### config.mk
export PLATFORM = sky130hd
export DESIGN_NAME = png_stored_rgba_encoder_core
export DESIGN_NICKNAME = d
export VERILOG_FILES = /design/src/design/psre_pkg.sv /design/src/design/png_stored_rgba_encoder_core.sv
export SDC_FILE = /design/constraint.sdc
export NUM_CORES = 2
export LEC_CHECK = 0
export CAP_MARGIN = 20
export CORE_MARGIN = 2
export CORE_UTILIZATION = 65
export CTS_CLUSTER_DIAMETER = 200
export DETAILED_ROUTE_END_ITERATION = 6
export DONT_BUFFER_PORTS = 1
export PLACE_DENSITY_LB_ADDON = 0.12
export RECOVER_POWER = 50
export SLEW_MARGIN = 20
export SYNTH_ARGS = -nofsm -noshare
export SYNTH_HDL_FRONTEND = slang
export SYNTH_SLANG_ARGS = --single-unit
### constraint.sdc
create_clock -name clk -period 9.36 [get_ports clk]
set_input_delay 0 -clock clk [delete_from_list [all_inputs] [get_ports clk]]
set_output_delay 0 -clock clk [all_outputs]
set_load 0.1 [all_outputs]
### src/design/psre_pkg.sv
// Package for the stored-deflate RGBA PNG encoder core.
// Holds the CRC-32 byte step and the fixed constants; no dependencies.
package psre_pkg;

  localparam int unsigned MAX_DIM_DEF = 16384;
  localparam logic [31:0] CRC_POLY    = 32'hEDB88320;
  localparam logic [31:0] CRC_INIT    = 32'hFFFFFFFF;
  localparam logic [16:0] ADLER_MOD   = 17'd65521;
  localparam logic [15:0] BLOCK_MAX   = 16'd65535;

  // configuration register indexes
  localparam logic [1:0] REG_WIDTH  = 2'd0;
  localparam logic [1:0] REG_HEIGHT = 2'd1;

  // one byte through the reflected CRC-32
  function automatic logic [31:0] crc_byte(input logic [31:0] c, input logic [7:0] b);
    logic [31:0] x;
    x = c ^ {24'd0, b};
    for (int k = 0; k < 8; k++) begin
      x = x[0] ? (CRC_POLY ^ (x >> 1)) : (x >> 1);
    end
    return x;
  endfunction

endpackage

### src/design/png_stored_rgba_encoder_core.sv
// Top level of the stored-deflate RGBA8 PNG encoder: one byte sequencer that
// shares a CRC-32 byte unit and an Adler-32 add/compare unit among its states.
// Depends on psre_pkg.
//
// Steps: an input byte is taken only in idle and passes through the raw and
// Adler states before the next is taken; the first byte of an image first
// computes the IDAT length and sends the header, a row start adds a filter
// byte, a new block its header, and the last byte of an image the trailer.
// Reset: rst_n synchronous active low; dimensions return to zero, image idle.
module png_stored_rgba_encoder_core
  import psre_pkg::*;
#(
  parameter int unsigned MAX_DIMENSION = MAX_DIM_DEF
) (
  input  logic        clk,
  input  logic        rst_n,
  input  logic        cfg_wr_en,
  input  logic [1:0]  cfg_addr,
  input  logic [14:0] cfg_wdata,
  input  logic        in_tvalid,
  output logic        in_tready,
  input  logic [7:0]  in_tdata,   // [7:0] sample_byte
  output logic        out_tvalid,
  input  logic        out_tready,
  output logic [7:0]  out_tdata,  // [7:0] out_byte
  output logic        out_tlast,  // last_of_run
  output logic        out_tuser   // [0] file_done
);

  localparam logic [14:0] MAX_D = 15'(MAX_DIMENSION);

  typedef enum logic [6:0] {
    S_IDLE = 7'b0000001,
    S_CALC = 7'b0000010,
    S_HDR  = 7'b0000100,
    S_BHDR = 7'b0001000,
    S_RAW  = 7'b0010000,
    S_ADL  = 7'b0100000,
    S_TAIL = 7'b1000000
  } state_t;

  state_t      state_r;
  logic [14:0] width_r, height_r;
  logic [31:0] crc_r, crc_nxt;
  logic [15:0] alow_r, ahigh_r;
  logic [16:0] rbc_r;
  logic [14:0] row_r;
  logic [15:0] bfill_r;
  logic [30:0] raw_left_r;
  logic        started_r;
  logic [7:0]  samp_r;
  logic        is_filt_r;
  logic        fin_r;
  logic [5:0]  idx_r;
  logic [1:0]  cstep_r;
  logic [30:0] raw_r;
  logic [15:0] q_r;
  logic [31:0] rem_r;
  logic [31:0] idat_len_r;

  logic        ov_r, olast_r, odone_r;
  logic [7:0]  obyte_r;

  logic [14:0] w_eff, h_eff;
  assign w_eff = (width_r  > MAX_D) ? MAX_D : width_r;
  assign h_eff = (height_r > MAX_D) ? MAX_D : height_r;
  logic dim_zero;
  assign dim_zero = (w_eff == '0) || (h_eff == '0);

  // block header fields
  logic        blk_final;
  logic [15:0] blk_len;
  assign blk_final = (raw_left_r <= 31'(BLOCK_MAX));
  assign blk_len   = blk_final ? raw_left_r[15:0] : BLOCK_MAX;

  logic [7:0] raw_byte;
  assign raw_byte = is_filt_r ? 8'h00 : samp_r;

  logic        row_end, fin_now;
  assign row_end = (rbc_r + 17'd1) >= {w_eff, 2'b00};
  assign fin_now = !is_filt_r && row_end && ({1'b0, row_r} + 16'd1 >= {1'b0, h_eff});

  // emit mux
  logic       em_req, em_crc, em_rst, em_last, em_done;
  logic [7:0] em_byte;
  logic [31:0] crc_out;
  assign crc_out = ~crc_r;

  always_comb begin
    em_req = 1'b0; em_crc = 1'b0; em_rst = 1'b0; em_last = 1'b0; em_done = 1'b0;
    em_byte = 8'h00;
    case (state_r)
      S_HDR: begin
        em_req = 1'b1;
        em_crc = (idx_r >= 6'd12 && idx_r <= 6'd28) || (idx_r >= 6'd37);
        em_rst = (idx_r == 6'd12) || (idx_r == 6'd37);
        case (idx_r)
          6'd0:  em_byte = 8'h89;
          6'd1:  em_byte = 8'h50;
          6'd2:  em_byte = 8'h4E;
          6'd3:  em_byte = 8'h47;
          6'd4:  em_byte = 8'h0D;
          6'd5:  em_byte = 8'h0A;
          6'd6:  em_byte = 8'h1A;
          6'd7:  em_byte = 8'h0A;
          6'd11: em_byte = 8'h0D;
          6'd12: em_byte = 8'h49;
          6'd13: em_byte = 8'h48;
          6'd14: em_byte = 8'h44;
          6'd15: em_byte = 8'h52;
          6'd18: em_byte = {1'b0, w_eff[14:8]};
          6'd19: em_byte = w_eff[7:0];
          6'd22: em_byte = {1'b0, h_eff[14:8]};
          6'd23: em_byte = h_eff[7:0];
          6'd24: em_byte = 8'h08;
          6'd25: em_byte = 8'h06;
          6'd29: em_byte = crc_out[31:24];
          6'd30: em_byte = crc_out[23:16];
          6'd31: em_byte = crc_out[15:8];
          6'd32: em_byte = crc_out[7:0];
          6'd33: em_byte = idat_len_r[31:24];
          6'd34: em_byte = idat_len_r[23:16];
          6'd35: em_byte = idat_len_r[15:8];
          6'd36: em_byte = idat_len_r[7:0];
          6'd37: em_byte = 8'h49;
          6'd38: em_byte = 8'h44;
          6'd39: em_byte = 8'h41;
          6'd40: em_byte = 8'h54;
          6'd41: em_byte = 8'h78;
          6'd42: em_byte = 8'h01;
          default: em_byte = 8'h00;
        endcase
      end
      S_BHDR: begin
        em_req = 1'b1;
        em_crc = 1'b1;
        case (idx_r)
          6'd0:    em_byte = {7'd0, blk_final};
          6'd1:    em_byte = blk_len[7:0];
          6'd2:    em_byte = blk_len[15:8];
          6'd3:    em_byte = ~blk_len[7:0];
          default: em_byte = ~blk_len[15:8];
        endcase
      end
      S_RAW: begin
        em_req  = 1'b1;
        em_crc  = 1'b1;
        em_byte = raw_byte;
        em_last = !is_filt_r && !fin_now;
      end
      S_TAIL: begin
        em_req = 1'b1;
        em_crc = (idx_r <= 6'd3) || (idx_r >= 6'd12 && idx_r <= 6'd15);
        em_rst = (idx_r == 6'd12);
        em_last = (idx_r == 6'd19);
        em_done = (idx_r == 6'd19);
        case (idx_r)
          6'd0:  em_byte = ahigh_r[15:8];
          6'd1:  em_byte = ahigh_r[7:0];
          6'd2:  em_byte = alow_r[15:8];
          6'd3:  em_byte = alow_r[7:0];
          6'd4:  em_byte = crc_out[31:24];
          6'd5:  em_byte = crc_out[23:16];
          6'd6:  em_byte = crc_out[15:8];
          6'd7:  em_byte = crc_out[7:0];
          6'd12: em_byte = 8'h49;
          6'd13: em_byte = 8'h45;
          6'd14: em_byte = 8'h4E;
          6'd15: em_byte = 8'h44;
          6'd16: em_byte = crc_out[31:24];
          6'd17: em_byte = crc_out[23:16];
          6'd18: em_byte = crc_out[15:8];
          6'd19: em_byte = crc_out[7:0];
          default: em_byte = 8'h00;
        endcase
      end
      default: em_req = 1'b0;
    endcase
  end

  logic em_ok, em_fire;
  assign em_ok   = !ov_r || out_tready;
  assign em_fire = em_req && em_ok;

  // shared CRC byte unit
  logic [31:0] crc_base;
  assign crc_base = em_rst ? CRC_INIT : crc_r;
  assign crc_nxt  = crc_byte(crc_base, em_byte);

  // shared Adler add/compare unit: low in RAW, high in ADL
  logic [16:0] ad_a, ad_sum, ad_red;
  assign ad_a   = (state_r == S_ADL) ? {1'b0, ahigh_r} : {1'b0, alow_r};
  assign ad_sum = ad_a + ((state_r == S_ADL) ? {1'b0, alow_r} : {9'd0, raw_byte});
  assign ad_red = (ad_sum >= ADLER_MOD) ? (ad_sum - ADLER_MOD) : ad_sum;

  // IDAT length helpers
  logic [31:0] raw_mul;
  assign raw_mul = 32'(h_eff) * 32'({w_eff, 2'b00} + 17'd1);
  logic [31:0] q0;
  assign q0 = ({1'b0, raw_r} + 32'(raw_r >> 16)) >> 16;
  logic [15:0] blocks;
  assign blocks = q_r + ((rem_r != '0) ? 16'd1 : 16'd0);

  assign in_tready  = (state_r == S_IDLE);
  assign out_tvalid = ov_r;
  assign out_tdata  = obyte_r;
  assign out_tlast  = olast_r;
  assign out_tuser  = odone_r;

  logic in_fire;
  assign in_fire = in_tvalid && in_tready;

  always_ff @(posedge clk) begin
    if (!rst_n) begin
      state_r    <= S_IDLE;
      width_r    <= '0;
      height_r   <= '0;
      crc_r      <= CRC_INIT;
      alow_r     <= 16'd1;
      ahigh_r    <= '0;
      rbc_r      <= '0;
      row_r      <= '0;
      bfill_r    <= '0;
      raw_left_r <= '0;
      started_r  <= 1'b0;
      is_filt_r  <= 1'b0;
      fin_r      <= 1'b0;
      idx_r      <= '0;
      cstep_r    <= '0;
      ov_r       <= 1'b0;
    end else begin
      if (em_fire) begin
        ov_r <= 1'b1;
        obyte_r <= em_byte;
        olast_r <= em_last;
        odone_r <= em_done;
        if (em_crc) crc_r <= crc_nxt;
      end else if (out_tready) begin
        ov_r <= 1'b0;
      end

      if (cfg_wr_en && (cfg_addr == REG_WIDTH || cfg_addr == REG_HEIGHT)) begin
        if (cfg_addr == REG_WIDTH) width_r <= cfg_wdata;
        else height_r <= cfg_wdata;
        crc_r      <= CRC_INIT;
        alow_r     <= 16'd1;
        ahigh_r    <= '0;
        rbc_r      <= '0;
        row_r      <= '0;
        bfill_r    <= '0;
        raw_left_r <= '0;
        started_r  <= 1'b0;
      end

      case (state_r)
        S_IDLE: begin
          if (in_fire && !dim_zero) begin
            samp_r    <= in_tdata;
            is_filt_r <= (rbc_r == '0);
            idx_r     <= '0;
            cstep_r   <= '0;
            if (!started_r) state_r <= S_CALC;
            else if (bfill_r == '0) state_r <= S_BHDR;
            else state_r <= S_RAW;
          end
        end
        S_CALC: begin
          case (cstep_r)
            2'd0: begin
              raw_r   <= raw_mul[30:0];
              cstep_r <= 2'd1;
            end
            2'd1: begin
              q_r     <= q0[15:0];
              cstep_r <= 2'd2;
            end
            2'd2: begin
              rem_r   <= {1'b0, raw_r} - (({16'd0, q_r} << 16) - {16'd0, q_r});
              cstep_r <= 2'd3;
            end
            default: begin
              if (rem_r >= {16'd0, BLOCK_MAX}) begin
                q_r   <= q_r + 16'd1;
                rem_r <= rem_r - {16'd0, BLOCK_MAX};
              end else begin
                idat_len_r <= 32'd6 + {1'b0, raw_r} + {14'd0, blocks, 2'b00}
                              + {16'd0, blocks};
                raw_left_r <= raw_r;
                started_r  <= 1'b1;
                state_r    <= S_HDR;
              end
            end
          endcase
        end
        S_HDR: begin
          if (em_fire) begin
            if (idx_r == 6'd42) begin
              idx_r   <= '0;
              state_r <= (bfill_r == '0) ? S_BHDR : S_RAW;
            end else begin
              idx_r <= idx_r + 6'd1;
            end
          end
        end
        S_BHDR: begin
          if (em_fire) begin
            if (idx_r == 6'd4) begin
              idx_r   <= '0;
              state_r <= S_RAW;
            end else begin
              idx_r <= idx_r + 6'd1;
            end
          end
        end
        S_RAW: begin
          if (em_fire) begin
            alow_r  <= ad_red[15:0];
            bfill_r <= (bfill_r + 16'd1 >= BLOCK_MAX) ? 16'd0 : bfill_r + 16'd1;
            if (raw_left_r != '0) raw_left_r <= raw_left_r - 31'd1;
            if (!is_filt_r) begin
              if (row_end) begin
                rbc_r <= '0;
                row_r <= row_r + 15'd1;
              end else begin
                rbc_r <= rbc_r + 17'd1;
              end
            end
            fin_r   <= fin_now;
            state_r <= S_ADL;
          end
        end
        S_ADL: begin
          ahigh_r <= ad_red[15:0];
          if (is_filt_r) begin
            is_filt_r <= 1'b0;
            idx_r     <= '0;
            state_r   <= (bfill_r == '0) ? S_BHDR : S_RAW;
          end else if (fin_r) begin
            idx_r   <= '0;
            state_r <= S_TAIL;
          end else begin
            state_r <= S_IDLE;
          end
        end
        S_TAIL: begin
          if (em_fire) begin
            if (idx_r == 6'd19) begin
              alow_r     <= 16'd1;
              ahigh_r    <= '0;
              rbc_r      <= '0;
              row_r      <= '0;
              bfill_r    <= '0;
              raw_left_r <= '0;
              started_r  <= 1'b0;
              crc_r      <= CRC_INIT;
              state_r    <= S_IDLE;
            end else begin
              idx_r <= idx_r + 6'd1;
            end
          end
        end
        default: state_r <= S_IDLE;
      endcase
    end
  end

`ifndef NO_ASSERTIONS
  a_done_is_last: assert property (@(posedge clk) disable iff (!rst_n)
    out_tvalid && out_tuser |-> out_tlast)
    else $error("file_done without last_of_run");

  a_fill_range: assert property (@(posedge clk) disable iff (!rst_n)
    bfill_r < BLOCK_MAX)
    else $error("block fill out of range");

  a_adler_range: assert property (@(posedge clk) disable iff (!rst_n)
    {1'b0, alow_r} < ADLER_MOD && {1'b0, ahigh_r} < ADLER_MOD)
    else $error("adler sum not reduced");

  a_tail_done: assert property (@(posedge clk) disable iff (!rst_n)
    state_r == S_TAIL && idx_r == 6'd19 && em_fire |=> out_tuser && !started_r)
    else $error("image not closed after trailer");
`endif

endmodule
* Yosys cells after proc, flatten, opt, wreduce, memory -nomap -nowiden
Cells that the tools add are included.
Word-level totals: register bits after elaboration 321, bits of input ports 30
Cells by class: add/subtract/negate cells 18, multipliers 1, magnitude comparators 13, equality and inequality tests 57, muxes and demuxes 110, bitwise logic cells 17, reductions and logical operators 60
Operator list (number):
- 2-to-1 mux 32 bit | 16
- 2-to-1 mux 16 bit | 17
- case mux 8 bit (29 select lines) | 1
- 2-to-1 mux 31 bit | 7
- case mux 16 bit (2 select lines) | 4
- 2-to-1 mux 15 bit | 8
- inverter 13 -> 14 bit | 8
- 2-to-1 mux 17 bit | 6
- case mux 8 bit (12 select lines) | 1
- case mux 31 bit (3 select lines) | 1
- 2-to-1 mux 7 bit | 12
- == test 6 x 5 -> 1 bit, second input constant | 11
- == test 6 bit, second input constant | 11
- case mux 32 bit (2 select lines) | 1
- case mux 8 bit (4 select lines) | 2
- 2-to-1 mux 6 bit | 9
- case mux 7 bit (7 select lines) | 1
- case mux 17 bit (2 select lines) | 1
- adder 16 x 1 -> 16 bit, second input constant | 2
- adder 3 x 31 -> 32 bit, first input constant | 1
- adder 31 x 15 -> 32 bit | 1
- adder 32 x 16 -> 32 bit | 1
- adder 32 x 18 -> 32 bit | 1
- greater-or-equal comparator 32 x 16 -> 1 bit, second input constant | 1
- other kinds (75) | 152

* Depth between registers and ports, before layout
word-level depth 28, mapped depth 30, gate-level depth less buffers 27

* Worst setup path before layout
OpenSTA, ideal clock, no wires.
path type reg-to-reg, start point register width_r[14], end point register raw_r[30], data pin, library setup time 0.260 ns, arrival time 6.960 ns, required time 9.100 ns, path slack 2.140 ns, stages on the path, launching flop included 28, buffers on the path 3, cells stage by stage dfxtp_1 > clkbuf_1 > clkbuf_1 > nor2b_1 > inv_1 > clkbuf_1 > nor2_1 > fa_1 > inv_1 > fa_1 > inv_1 > fa_1 > fa_1 > fa_1 > inv_1 > fa_1 > inv_1 > ha_1 > a21oi_1 > nor2b_1 > o21ai_0 > a31oi_1 > a211oi_1 > o21ai_0 > a2111oi_0 > o21bai_1 > a21oi_1 > xnor2_1
On the way: longest elaborated chain between the ends 4
Ends and longest elaborated chain:
- start, declared | RTL line png_stored_rgba_encoder_core.sv:43 | logic [14:0] width_r, height_r;
- start signal, assigned | RTL line png_stored_rgba_encoder_core.sv:243 | if (cfg_addr == REG_WIDTH) width_r <= cfg_wdata;
- greater-than comparator 15 bit | RTL line png_stored_rgba_encoder_core.sv:65 | assign w_eff = (width_r > MAX_D) ? MAX_D : width_r;
- 2-to-1 mux 15 bit (*) | RTL line png_stored_rgba_encoder_core.sv:65
- adder 17 x 1 -> 18 bit (*) | RTL line png_stored_rgba_encoder_core.sv:198 | assign raw_mul = 32'(h_eff) * 32'({w_eff, 2'b00} + 17'd1);
- multiplier 15 x 18 -> 31 bit (*) | RTL line png_stored_rgba_encoder_core.sv:198
- named net raw_mul[30] | RTL line png_stored_rgba_encoder_core.sv:197 | logic [31:0] raw_mul;
- end signal, assigned | RTL line png_stored_rgba_encoder_core.sv:270 | raw_r <= raw_mul[30:0];
- end, declared | RTL line png_stored_rgba_encoder_core.sv:56 | logic [30:0] raw_r;
Mark *: on every way through the listed nets, which the timed path passes. The rest lies on a longest branch. A chain may end at the register's enable or synchronous reset.

* Worst setup path after layout
start point register height_r[14], end point register raw_r[30], data pin
On the way: longest elaborated chain between the ends 3
Ends and longest elaborated chain:
- start, declared | RTL line png_stored_rgba_encoder_core.sv:43
- start signal, assigned | RTL line png_stored_rgba_encoder_core.sv:244 | else height_r <= cfg_wdata;
- greater-than comparator 15 bit | RTL line png_stored_rgba_encoder_core.sv:66 | assign h_eff = (height_r > MAX_D) ? MAX_D : height_r;
- 2-to-1 mux 15 bit (*) | RTL line png_stored_rgba_encoder_core.sv:66
- multiplier 15 x 18 -> 31 bit (*) | RTL line png_stored_rgba_encoder_core.sv:198
- named net raw_mul[30] | RTL line png_stored_rgba_encoder_core.sv:197
Marks and branches as above.

==> run summary <==
Top Usage Layer GRT - met2
DR pass1 iterations - 7
Clk_skew - 17.52 ps
Post-synth EDFFs - 129
Reg clk slew, reported paths - 60 ps
CTS Buf Count - 39
Grt met1 use - 54.04%
Switching part of the total - 31.06%
Syn-to-layout area delta - 6.427%
# setup viols final - 0
Yosys warning total - 0
Outcome - finished, violations left
Final #Nets - 4389
Initial antenna violation count - 0
CTS Sinks - 321
Max cap viols - 5
Clock power share - 41.0%
Post-Synthesis Cells - 3940
GRT Util Overall - 42.29%
Max Freq - 0.1158 GHz
Fillers - 3843
Avg Vias per Cell - 6.695
Worst slew pin tran - 2731 ps
Post-DP HPWL - 82500 microns
H-tree depth - 2
Met2 Track Usage GR - 66.20%
# port buffers - 0
Vias - 30.64k
Sequential-to-total area share from yosys stat - 23.77%
Worst min path class - in2reg
Initial core utilization - 66.06%
Worst EP required - 9680 ps
Critical Path Source Type - flip-flop
First-pass GRT wire length - 167700 microns
Flops & latches, synth - 321
Worst-path fanout max - 26
Met3 usage - 8.789%
Final min period - 8633 ps
Fin crit share - 92.24%
CTS Root Cell - clkbuf_16
Synth Net Count - 4447
# DRC - 12
Mapped cell area - 32470 sq um
RePlAce Congestion - 1.023
Kind of critical path - reg2reg
Die ar. - 51760 sq um
Hold Slack - 12.94 ps
DRT iter0 DRCs - 4069
P_sw - 1.121 mW
Placeable Area - 49150 sq um
Setup_tns - 0 ps
RSZ-0062 raised after global routing - no
P_leak - 14.74 nW
Max-slew violation count - 231
Die Wd - 227.5 microns
Synth area leaders - fa_1, edfxtp_1, dfxtp_1
Top-level I/O count - 42
Detailed Route WL - 109700 microns
CTS tree - built
Critical Path Sink Type - flip-flop
Share of cells above drive strength 1 - 4.830%
Largest area contributor in the netlist - fa_1
Relative slew slack - -82.04%
Power Density - 104.5 nW/um^2
Flop pwr share - 41.7%
Gate power share - 17.4%
Grt total ovfl - 0
Failing checks - DRC, capacitance limit, slew limit
Maximum vdd drop - 0.1360 mV
Clock latency on the worst-skew pair - 590 ps
Synth async-reset ratio - 0%
# rows - 81
Main flop type after synthesis - dfxtp_1
Largest net degree at the start of global routing - 60
Drt wl/cell - 23.96 microns
# diodes - 0
Share of the synthesized area in the top cell type - 11.96%
Die Y-Extent - 227.5 microns
Int Power - 2.489 mW
Post-CTS Setup Inserts - 0
Avg Cell Area, Syn - 8.242 sq um
Vias in the first global route - 29.45k
Arr. time, crit path - 8950 ps
Max Buffers Root-to-Sink - 3
Fin. Hold Viols - 0
Library cells used by synthesis - 96
Antenna Nets Post-Route - 0
==> through the flow <==
stage               util (%)  instance area (sq um)  setup WS, ps  instances  total power [mW]
finish                 70.31                  34560         726.5       4577             3.611
floorplan                  -                  32470          2140       3940             1.935
detailed placement     67.15                  33010         887.0       4466             2.115
global placement       67.15                  33010          1249       4466             2.102
global route           70.31                  34560         326.3       4577             3.702
CTS                    70.41                  34610         862.0       4577             3.586
==> logic make-up (layout without fill, tap and decap cells) <==
family | after synthesis | count (layout) | share of synthesized area (%)
mux | 35 | 35 | 1.168
simple gates | 1392 | 1392 | 20.19
flops | 321 | 321 | 23.77
buf+inv | 589 | 562 | 6.878
fa+ha+maj | 478 | 478 | 22.90
xor+xnor | 275 | 275 | 7.899
compound gates | 850 | 850 | 17.20
==> worst paths after layout <==
check                                   from        endpoint  slack [ps]  cells past startpoint
worst max-delay path            height_r[14]       raw_r[30]         730                     25
worst min-delay path                   rst_n  idat_len_r[16]          10                      2
worst max register to register  height_r[14]       raw_r[30]         730                     25
worst min register to register   width_r[11]     width_r[11]         480                      2
==> cell usage after synthesis (all sizes together) (102+ instances only) <==
cell type and number:
fa 194, ha 283, edfxtp 129, nand3 102, clkbuf 175, nand2 377, xnor2 179, inv 392
dfxtp 192, a21oi 241, o21ai 155, nor2 460
==> per-layer routing <==
metal / vias up / wire (microns)
li1: 13590 / -
met3: 472 / 11960
met5: - / 0
met1: 14600 / 41600
met4: 0 / 7827
met2: 1976 / 48290
==> sequential cells by signal, indices dropped and copies added, names as in the netlist, 16 cells and up <==
signal and flops:
ahigh_r 16, rem_r 32, raw_left_r 31, crc_r 32
raw_r 31, q_r 16, alow_r 16, idat_len_r 32
bfill_r 16, rbc_r 17
==> area by class of cell <==
type	instances	area, sq um	share of cell area [%]
Inverter	396	1488	4.305
Sequential cell	321	7717	22.33
Clock inverter	20	135.1	0.3910
Clock buffer	52	1077	3.117
Tap cell	664	830.8	2.404
Timing Repair Buffer	94	754.5	2.183
Multi-Input combinational cell	3030	22560	65.27
==> critical path, stage by stage, from the launching register on <==
cell and delay [ps]:
dfxtp_1 1050, inv_1 470, nand2_1 600, nor2_1 140, fa_1 580, inv_1 60
fa_1 530, inv_1 50, fa_1 480, fa_1 460, fa_1 530, inv_1 50
fa_1 480, inv_1 40, ha_1 330, a211oi_1 350, nand2_1 130, a31o_2 240
nor2_1 130, a31oi_1 130, a211oi_1 390, o21ai_0 310, a2111oi_0 460, o21bai_1 110
a21oi_1 180, xnor2_1 70
==> power groups by stage <==
stage               sequential (mW)  combinational [mW]  clock, mW
CTS                            1.50               0.602       1.48
global route                   1.50               0.665       1.53
floorplan                      1.52               0.420          0
detailed placement             1.53               0.583          0
global placement               1.53               0.572          0
finish                         1.50               0.627       1.48
==> placed cells by master (no fill, tap or decap), types with 23 or more instances in the layout <==
master	count
nand3_1	102
inv_1	383
clkbuf_1	23
and3_1	43
fa_1	194
nor3_1	84
buf_4	42
clkbuf_16	41
nand2b_1	31
o21a_1	24
nor2b_1	64
edfxtp_1	129
o21ai_0	153
nand4_1	48
a21o_1	48
a31oi_1	34
nor4_1	49
xor2_1	88
a211oi_1	27
nand2_1	377
nor2_1	458
dfxtp_1	192
o22ai_1	41
mux2_2	23
xnor2_1	175
a21oi_1	239
dlygate4sd3_1	39
o211ai_1	31
ha_1	283
a221oi_1	32
==> timing repair <==
action,4_1_cts,5_1_grt
hold buffers,39,0
endpoints found under the hold margin,105,0
gates resized for setup,0,0
(Power assumes the default switching activity.)
